## config.mk

```make
export PLATFORM = sky130hd
export DESIGN_NAME = dimmer_ramp_controller_core
export DESIGN_NICKNAME = d
export VERILOG_FILES = /design/src/rtl/drc_pkg.sv /design/src/rtl/drc_cfg_regs.sv /design/src/rtl/drc_step.sv /design/src/rtl/dimmer_ramp_controller_core.sv
export SDC_FILE = /design/constraint.sdc
export NUM_CORES = 1
export LEC_CHECK = 0
export CORE_MARGIN = 3
export CORE_UTILIZATION = 59
export DETAILED_ROUTE_END_ITERATION = 16
export DONT_BUFFER_PORTS = 1
export HOLD_SLACK_MARGIN = 0.03
export PLACE_DENSITY = 0.78
export SYNTH_ARGS = -nofsm -noshare
export SYNTH_HDL_FRONTEND = slang
export SYNTH_HIERARCHICAL = 1
export SYNTH_SLANG_ARGS = --single-unit
```

## constraint.sdc

```tcl
create_clock -name clk -period 7.91 [get_ports clk]
set_input_delay 1.1865 -clock clk [delete_from_list [all_inputs] [get_ports clk]]
set_output_delay 1.1865 -clock clk [all_outputs]
set_load 0.02 [all_outputs]
```

## src/rtl/drc_pkg.sv

```systemverilog
// Package for the dimmer ramp controller: command codes, register indexes,
// reset values, shared structs and the small frame and clamp helpers.
// No dependencies.
`default_nettype none

package drc_pkg;

    localparam int FrameW = 8;
    localparam int CmdW   = 3;
    localparam int DeltaW = 9;
    localparam int CfgIdxW = 3;

    // Command codes.
    localparam logic [CmdW-1:0] CMD_POWER         = 3'd0;
    localparam logic [CmdW-1:0] CMD_COLOUR_DELTA  = 3'd1;
    localparam logic [CmdW-1:0] CMD_COLOUR_PRESET = 3'd2;
    localparam logic [CmdW-1:0] CMD_BRIGHT_DELTA  = 3'd3;
    localparam logic [CmdW-1:0] CMD_TICK          = 3'd4;

    // Register indexes.
    localparam logic [CfgIdxW-1:0] REG_MAX_BRIGHTNESS      = 3'd0;
    localparam logic [CfgIdxW-1:0] REG_MIN_BRIGHTNESS      = 3'd1;
    localparam logic [CfgIdxW-1:0] REG_MAX_COLOUR_TEMP     = 3'd2;
    localparam logic [CfgIdxW-1:0] REG_MIN_COLOUR_TEMP     = 3'd3;
    localparam logic [CfgIdxW-1:0] REG_DEFAULT_BRIGHTNESS  = 3'd4;
    localparam logic [CfgIdxW-1:0] REG_DEFAULT_COLOUR_TEMP = 3'd5;

    // Register reset values.
    localparam logic [FrameW-1:0] RST_MAX_BRIGHTNESS      = 8'd255;
    localparam logic [FrameW-1:0] RST_MIN_BRIGHTNESS      = 8'd0;
    localparam logic [FrameW-1:0] RST_MAX_COLOUR_TEMP     = 8'd63;
    localparam logic [FrameW-1:0] RST_MIN_COLOUR_TEMP     = 8'd0;
    localparam logic [FrameW-1:0] RST_DEFAULT_BRIGHTNESS  = 8'd128;
    localparam logic [FrameW-1:0] RST_DEFAULT_COLOUR_TEMP = 8'd35;

    // Colour temperature presets, visited in order and wrapping to the first.
    localparam logic [FrameW-1:0] PRESET_0 = 8'd10;
    localparam logic [FrameW-1:0] PRESET_1 = 8'd35;
    localparam logic [FrameW-1:0] PRESET_2 = 8'd60;

    typedef struct packed {
        logic [FrameW-1:0] max_brightness;
        logic [FrameW-1:0] min_brightness;
        logic [FrameW-1:0] max_colour_temp;
        logic [FrameW-1:0] min_colour_temp;
        logic [FrameW-1:0] default_brightness;
        logic [FrameW-1:0] default_colour_temp;
    } drc_cfg_t;

    typedef struct packed {
        logic              power;
        logic              loaded;
        logic [FrameW-1:0] bright_target;
        logic [FrameW-1:0] colour_target;
        logic [FrameW-1:0] bright_current;
        logic [FrameW-1:0] colour_current;
    } drc_state_t;

    typedef struct packed {
        logic              light_on;
        logic [FrameW-1:0] brightness_level;
        logic [FrameW-1:0] colour_temp_index;
        logic              strip_update;
        logic              animating;
    } drc_result_t;

    typedef struct packed {
        logic              moved;
        logic [FrameW-1:0] value;
    } drc_move_t;

    // Moves a current frame one count toward its target.
    function automatic drc_move_t drc_move(input logic [FrameW-1:0] cur,
                                           input logic [FrameW-1:0] tgt);
        drc_move_t r;
        r.moved = (cur != tgt);
        if (cur > tgt)
            r.value = cur - 8'd1;
        else if (cur < tgt)
            r.value = cur + 8'd1;
        else
            r.value = cur;
        return r;
    endfunction

    function automatic logic [FrameW-1:0] drc_limit(input logic [FrameW-1:0] v,
                                                    input logic [FrameW-1:0] hi);
        return (v > hi) ? hi : v;
    endfunction

    // Adds a signed delta to a target and clamps it; the upper bound is tested first.
    function automatic logic [FrameW-1:0] drc_saturate(input logic [FrameW-1:0] t,
                                                       input logic [DeltaW-1:0] d,
                                                       input logic [FrameW-1:0] lo,
                                                       input logic [FrameW-1:0] hi);
        logic signed [FrameW+2:0] sum;
        logic [FrameW-1:0]        r;
        sum = $signed({3'b000, t}) + $signed({{2{d[DeltaW-1]}}, d});
        if (sum > $signed({3'b000, hi}))
            r = hi;
        else if (sum < $signed({3'b000, lo}))
            r = lo;
        else
            r = sum[FrameW-1:0];
        return r;
    endfunction

    function automatic logic [FrameW-1:0] drc_next_preset(input logic [FrameW-1:0] prev);
        logic [FrameW-1:0] r;
        if (prev < PRESET_0)
            r = PRESET_0;
        else if (prev < PRESET_1)
            r = PRESET_1;
        else if (prev < PRESET_2)
            r = PRESET_2;
        else
            r = PRESET_0;
        return r;
    endfunction

endpackage

`default_nettype wire

```

## src/rtl/drc_cfg_regs.sv

```systemverilog
// Configuration register file of the dimmer ramp controller.
// Depends on drc_pkg for register indexes, reset values and drc_cfg_t.
`default_nettype none

module drc_cfg_regs (
    input  wire logic                          clk,
    input  wire logic                          rst_n,
    input  wire logic                          cfg_write,
    input  wire logic [drc_pkg::CfgIdxW-1:0]   cfg_index,
    input  wire logic [drc_pkg::FrameW-1:0]    cfg_data,
    output drc_pkg::drc_cfg_t                  cfg
);
    import drc_pkg::*;

    drc_cfg_t cfg_reg;

    always_ff @(posedge clk or negedge rst_n)
    begin
        if (!rst_n)
        begin
            cfg_reg.max_brightness      <= RST_MAX_BRIGHTNESS;
            cfg_reg.min_brightness      <= RST_MIN_BRIGHTNESS;
            cfg_reg.max_colour_temp     <= RST_MAX_COLOUR_TEMP;
            cfg_reg.min_colour_temp     <= RST_MIN_COLOUR_TEMP;
            cfg_reg.default_brightness  <= RST_DEFAULT_BRIGHTNESS;
            cfg_reg.default_colour_temp <= RST_DEFAULT_COLOUR_TEMP;
        end
        else if (cfg_write)
        begin
            unique case (cfg_index)
                REG_MAX_BRIGHTNESS:      cfg_reg.max_brightness      <= cfg_data;
                REG_MIN_BRIGHTNESS:      cfg_reg.min_brightness      <= cfg_data;
                REG_MAX_COLOUR_TEMP:     cfg_reg.max_colour_temp     <= cfg_data;
                REG_MIN_COLOUR_TEMP:     cfg_reg.min_colour_temp     <= cfg_data;
                REG_DEFAULT_BRIGHTNESS:  cfg_reg.default_brightness  <= cfg_data;
                REG_DEFAULT_COLOUR_TEMP: cfg_reg.default_colour_temp <= cfg_data;
                default: ;
            endcase
        end
    end

    assign cfg = cfg_reg;

endmodule

`default_nettype wire

```

## src/rtl/drc_step.sv

```systemverilog
// Next-state and result logic for one command word of the dimmer ramp controller.
// Depends on drc_pkg for the state, config and result structs and helpers.
`default_nettype none

module drc_step (
    input  wire drc_pkg::drc_cfg_t            cfg,
    input  wire drc_pkg::drc_state_t          state_cur,
    input  wire logic [drc_pkg::CmdW-1:0]     command,
    input  wire logic [drc_pkg::DeltaW-1:0]   delta,
    output drc_pkg::drc_state_t               state_next,
    output drc_pkg::drc_result_t              result
);
    import drc_pkg::*;

    always_comb
    begin
        drc_state_t s;
        drc_move_t  entry_c, entry_b, cmd_c, cmd_b, on_c, on_b;
        logic       upd;
        logic       mov;
        logic       do_step;

        s       = state_cur;
        upd     = 1'b0;
        mov     = 1'b0;
        do_step = 1'b0;

        // The first word after reset loads the default targets and, when on,
        // performs the power-on entry before its own command.
        if (!s.loaded)
        begin
            s.loaded        = 1'b1;
            s.bright_target = cfg.default_brightness;
            s.colour_target = cfg.default_colour_temp;
            if (s.power)
            begin
                s.bright_target = drc_limit(s.bright_target, cfg.max_brightness);
                s.colour_target = drc_limit(s.colour_target, cfg.max_colour_temp);
                s.bright_current = '0;
                s.colour_current = '0;
            end
        end
        entry_c = drc_move(s.colour_current, s.colour_target);
        entry_b = drc_move(s.bright_current, s.bright_target);
        if (!state_cur.loaded && state_cur.power)
        begin
            s.colour_current = entry_c.value;
            s.bright_current = entry_b.value;
            mov = entry_c.moved | entry_b.moved;
            upd = mov;
        end

        if (s.power)
        begin
            unique case (command)
                CMD_POWER:
                begin
                    s.power = 1'b0;
                    upd     = 1'b1;
                    mov     = 1'b0;
                end
                CMD_COLOUR_DELTA:
                begin
                    s.colour_target = drc_saturate(s.colour_target, delta,
                                                   cfg.min_colour_temp, cfg.max_colour_temp);
                    do_step = 1'b1;
                end
                CMD_COLOUR_PRESET:
                begin
                    s.colour_target = drc_next_preset(s.colour_target);
                    do_step = 1'b1;
                end
                CMD_BRIGHT_DELTA:
                begin
                    s.bright_target = drc_saturate(s.bright_target, delta,
                                                   cfg.min_brightness, cfg.max_brightness);
                    do_step = 1'b1;
                end
                CMD_TICK: do_step = 1'b1;
                default: ;
            endcase
        end

        cmd_c = drc_move(s.colour_current, s.colour_target);
        cmd_b = drc_move(s.bright_current, s.bright_target);
        if (do_step)
        begin
            s.colour_current = cmd_c.value;
            s.bright_current = cmd_b.value;
            if (cmd_c.moved || cmd_b.moved)
            begin
                mov = 1'b1;
                upd = 1'b1;
            end
        end

        // Power-on from the off state: restart the frames from zero and step once.
        on_c = drc_move('0, drc_limit(state_cur.colour_target, cfg.max_colour_temp));
        on_b = drc_move('0, drc_limit(state_cur.bright_target, cfg.max_brightness));
        if (!state_cur.power && command == CMD_POWER)
        begin
            s.power          = 1'b1;
            s.colour_target  = drc_limit(state_cur.colour_target, cfg.max_colour_temp);
            s.bright_target  = drc_limit(state_cur.bright_target, cfg.max_brightness);
            s.colour_current = on_c.value;
            s.bright_current = on_b.value;
            if (on_c.moved || on_b.moved)
            begin
                mov = 1'b1;
                upd = 1'b1;
            end
        end

        state_next               = s;
        result.light_on          = s.power;
        result.brightness_level  = s.power ? s.bright_current : '0;
        result.colour_temp_index = s.colour_current;
        result.strip_update      = upd;
        result.animating         = mov;
    end

endmodule

`default_nettype wire

```

## src/rtl/dimmer_ramp_controller_core.sv

```systemverilog
// Dimmer ramp controller top level: input register, combinational update logic,
// result register. An accepted command word is held in the input register and its
// result word in the result register. Throughput is one word per cycle while
// out_ready is high. Reset (rst_n, asynchronous) puts the bar in the on state
// with targets not yet loaded, all frames at zero and the registers at their
// defaults; both pipeline stages come up empty.
`default_nettype none

module dimmer_ramp_controller_core (
    input  wire logic                          clk,
    input  wire logic                          rst_n,
    input  wire logic                          cfg_write,
    input  wire logic [drc_pkg::CfgIdxW-1:0]   cfg_index,
    input  wire logic [drc_pkg::FrameW-1:0]    cfg_data,
    input  wire logic                          in_valid,
    output logic                               in_ready,
    input  wire logic [drc_pkg::CmdW-1:0]      command,
    input  wire logic [drc_pkg::DeltaW-1:0]    delta,
    output logic                               out_valid,
    input  wire logic                          out_ready,
    output logic                               light_on,
    output logic [drc_pkg::FrameW-1:0]         brightness_level,
    output logic [drc_pkg::FrameW-1:0]         colour_temp_index,
    output logic                               strip_update,
    output logic                               animating
);
    import drc_pkg::*;

    drc_cfg_t    cfg;
    drc_state_t  state_reg;
    drc_state_t  state_next;
    drc_result_t result_next;
    drc_result_t result_reg;

    logic              s1_valid_reg;
    logic [CmdW-1:0]   s1_command_reg;
    logic [DeltaW-1:0] s1_delta_reg;
    logic              out_valid_reg;
    logic              advance;

    drc_cfg_regs u_cfg (
        .clk       (clk),
        .rst_n     (rst_n),
        .cfg_write (cfg_write),
        .cfg_index (cfg_index),
        .cfg_data  (cfg_data),
        .cfg       (cfg)
    );

    drc_step u_step (
        .cfg        (cfg),
        .state_cur  (state_reg),
        .command    (s1_command_reg),
        .delta      (s1_delta_reg),
        .state_next (state_next),
        .result     (result_next)
    );

    // The held word moves on whenever the result register is free or draining.
    assign advance  = s1_valid_reg && (!out_valid_reg || out_ready);
    assign in_ready = !s1_valid_reg || advance;

    always_ff @(posedge clk or negedge rst_n)
    begin
        if (!rst_n)
        begin
            s1_valid_reg <= 1'b0;
        end
        else if (in_ready)
        begin
            s1_valid_reg <= in_valid;
        end
    end

    always_ff @(posedge clk)
    begin
        if (in_valid && in_ready)
        begin
            s1_command_reg <= command;
            s1_delta_reg   <= delta;
        end
    end

    always_ff @(posedge clk or negedge rst_n)
    begin
        if (!rst_n)
        begin
            state_reg.power          <= 1'b1;
            state_reg.loaded         <= 1'b0;
            state_reg.bright_target  <= '0;
            state_reg.colour_target  <= '0;
            state_reg.bright_current <= '0;
            state_reg.colour_current <= '0;
            out_valid_reg            <= 1'b0;
        end
        else
        begin
            if (advance)
            begin
                state_reg <= state_next;
            end
            if (advance)
            begin
                out_valid_reg <= 1'b1;
            end
            else if (out_ready)
            begin
                out_valid_reg <= 1'b0;
            end
        end
    end

    always_ff @(posedge clk)
    begin
        if (advance)
        begin
            result_reg <= result_next;
        end
    end

    assign out_valid         = out_valid_reg;
    assign light_on          = result_reg.light_on;
    assign brightness_level  = result_reg.brightness_level;
    assign colour_temp_index = result_reg.colour_temp_index;
    assign strip_update      = result_reg.strip_update;
    assign animating         = result_reg.animating;

endmodule

`default_nettype wire

```

==> impl_results.md <==
- Die Span X: 138.8 um
- Total wire length: 31.86 mm
- Slew Limit Fails: 0
- Flop and latch count out of synthesis: 115
- Reg clk slew, reported paths: 0.07 ns
- Final Util: 69.08%
- Initial Util: 61.41%
- Final-stage net count: 1,275
- Endpoint type of the worst setup path: flip-flop
- Most used cell, CP: ha_1
- Leakage power: 0.005252 uW
- Max cap viols: 0
- GR Overflow Total: 0
- CTS Buf Count: 17
- Post-cts hold buffer count: 0
- Vias in the first global route: 8,755
- Die ar.: 19,260 sq um
- Min Tclk post-route: 7.721 ns
- Status: completed
- Worst setup path class: reg -> reg
- Worst Skew: 0.01567 ns
- Async set-reset flop share out of synthesis: 73.04%
- Setup TNS: 0 ns
- Worst vdd ir: 219.9 uV
- Routed len/inst: 23.48 um
- Commonest non-fill, non-tap cell in the layout: ha_1
- Port Buffers: 0
- DIE HEIGHT: 138.8 um
- Worst min-delay path class: in -> async
- Root buffer cell: clkbuf_16
- Average cell area after synthesis: 9.455 sq um
- Tcrit/Tclk final: 97.61%
- Crit-path leading delay family: compound AO/OA/AOI/OAI gates
- DPL Wire Length: 22.76 mm
- Area Growth Syn to Fin: 12.50%
- DRC: 0
- Most frequent cells in the layout: ha_1 (116), inv_1 (86), nand2_1 (70)
- Net count after synthesis: 1,251
- Post-synth EDFFs: 31
- Crit start category: flip-flop
- Cell count after synthesis: 1,100
- Power Dens Cells: 456.6 nW/um^2
- Worst Path Max Fanout: 7
- Combinational fraction of design power: 65.2%
- WP buf/inv: 2
- Switching Share: 48.08%
- Clk Latency, worst-skew pair: 0.43 ns
- Clk pwr share: 15.2%
- Worst setup margin: 0.1890 ns
- Rows: 47
- Gr usage total: 31.18%
- Core ar.: 16,940 sq um
- Initial antenna violation count: 0
- Final RePlAce weighted congestion: 1.066
- Largest register FFs: 48
- Critical path arrival: 8.08 ns
- Initial DRC count: 1,353
- Ys Warns: 6
- Io pins: 49
- CP required: 8.27 ns
- Max incr delay on CP: 0.58 ns
- # fillers: 1,284
- DR vias: 9,387
- Synth Cell Area: 10,400 sq um
- CP max-delay cell: dfstp_2
- Slew margin rel.: 37.97%
- Drt first pass iters: 6
- Post-route ant nets: 0
- P_sw: 2569 uW
- CTS max path bufs: 2
- Share of layout cells above drive strength 1: 24.10%
- CTS tree: done
- Largest net degree at the start of global routing: 85
- Total inserted antenna cells: 0
- Distinct cells, synth: 96
- Pre-CTS WS: -0.2107 ns
- Vias per cell: 6.917
- Worst Tran Pin Value: 0.9159 ns
- Clk sink count: 115
- Hold Vio Cnt, Final: 0
- Seq/Total Area, Yosys: 29.39%
- Top_reg_cell synth: dfrtp_1
- Reg power frac: 19.6%
- Power, Total: 5342 uW
- # H-tree levels: 4
- Int Pwr: 2773 uW
- First-pass GRT wire length: 48.03 mm
- # setup viols final: 0
- Achievable frequency: 0.1295 GHz
- Worst hold slack: 0.4536 ns
cells by family (layout without fill, tap and decap cells):
group | after synthesis | in the layout | synth area share (%)
AND/OR/NAND/NOR | 301 | 301 | 15.65
AO/OA/AOI/OAI | 293 | 293 | 19.73
buffers and inverters | 136 | 173 | 5.751
adder cells (fa/ha/maj) | 123 | 123 | 14.94
flip-flops | 115 | 115 | 29.39
multiplexers | 114 | 114 | 13.07
XOR/XNOR | 17 | 17 | 1.432
other | 1 | 1 | 0.03606
routing by layer:
metal  vias to the layer above  global-route usage, %  share of wire, %
met3                       109                  7.966                10
met4                         0                  11.89               3.6
met5                         -                      0                 0
met1                      4440                  42.73                41
met2                       635                  47.66                45
li1                       4203                      -                 -
per-stage QoR:
step                      std cells  area (sq um)
final                          1357         11700
after global routing           1357         11700
after CTS                      1341         11340
after detailed placement       1309         10670
after global placement         1309         10670
after floorplan                1100         10400
area by class of cell:
type	instances	area, sq um	share of cell area, %
multi-input cells	849	7037	60.14
flip-flops and latches	115	3057	26.13
clock buffers	21	525.5	4.491
inverters	94	355.3	3.037
repair buffers	47	352.8	3.016
well taps	220	275.3	2.353
clock inverters	11	97.59	0.8341
worst reg2reg max path, delay by kind of cell (launching register included):
kind	cells	cell delay (ns)
AOI/OAI and AO/OA	19	3.77
adders and majority gates	4	1.19
and+or+nand+nor	6	1.06
muxes	2	0.58
DFF	1	0.58
buffers and inverters	2	0.28
xor gates and xnor gates	1	0.21
timing repair:
| item | 4_1_cts | 5_1_grt |
|---|---|---|
| resized for setup | 13 | 58 |
| cloned | 0 | 0 |
| buffers inserted | 0 | 16 |
| setup endpoints to repair | 16 | 32 |
| pin swaps | 0 | 25 |
cell usage after synthesis, types with 6 or more instances:
| master | count | share of area (%) |
|---|---|---|
| nor3_1 | 25 | 1.2 |
| nor4_1 | 15 | 0.90 |
| and3_1 | 6 | 0.36 |
| mux2_4 | 29 | 4.2 |
| clkbuf_1 | 15 | 0.54 |
| ha_1 | 121 | 15 |
| a21oi_1 | 55 | 2.6 |
| mux2i_1 | 27 | 2.6 |
| a211oi_1 | 15 | 1.1 |
| nand2_1 | 70 | 2.5 |
| nand3_1 | 18 | 0.87 |
| dfstp_2 | 19 | 4.8 |
| or3_1 | 10 | 0.60 |
| o21a_1 | 23 | 1.7 |
| o2111ai_1 | 6 | 0.51 |
| a21o_1 | 29 | 2.1 |
| o21ai_1 | 12 | 0.58 |
| nor2_1 | 51 | 1.8 |
| mux2_2 | 58 | 6.3 |
| inv_1 | 88 | 3.2 |
| or4_1 | 12 | 0.87 |
| o21ai_0 | 50 | 2.4 |
| edfxtp_1 | 31 | 9.0 |
| o211ai_1 | 24 | 1.7 |
| a31oi_1 | 10 | 0.60 |
| dfrtp_1 | 65 | 16 |
| nand4_1 | 35 | 2.1 |
| buf_2 | 10 | 0.48 |
| and2_1 | 7 | 0.42 |
| nor2b_1 | 18 | 1.1 |
| buf_4 | 11 | 0.79 |
| xnor2_1 | 12 | 1.0 |
| nand2b_1 | 8 | 0.48 |
path summary, 6_finish.rpt:
| kind | end | startpoint | slack [ns] | depth (start not counted) |
|---|---|---|---|---|
| min in group clk | u_cfg/cfg[37]$_DFFE_PN0P_ | u_cfg/cfg[37]$_DFFE_PN0P_ | 0.52 | 1 |
| max reg2reg | state_reg[5]$_DFFE_PN0P_ | u_cfg/cfg[29]$_DFFE_PN1P_ | 0.19 | 34 |
| max | state_reg[5]$_DFFE_PN0P_ | u_cfg/cfg[29]$_DFFE_PN1P_ | 0.19 | 34 |
| max in group asynchronous | u_cfg/cfg[41]$_DFFE_PN1P_ | rst_n | 7.19 | 0 |
| min reg2reg | u_cfg/cfg[37]$_DFFE_PN0P_ | u_cfg/cfg[37]$_DFFE_PN0P_ | 0.52 | 1 |
| min | state_reg[19]$_DFFE_PN0P_ | rst_n | 0.45 | 0 |
power groups by stage:
stage | clock, uW | combinational (uW) | sequential (uW)
3_5_place_dp | 0 | 3010 | 1040
6_report | 811 | 3480 | 1050
2_1_floorplan | 0 | 2340 | 950
3_3_place_gp | 0 | 2940 | 1040
4_1_cts | 824 | 3100 | 1030
5_1_grt | 852 | 3760 | 1060
No activity file was read; power rests on OpenSTA's default activity.
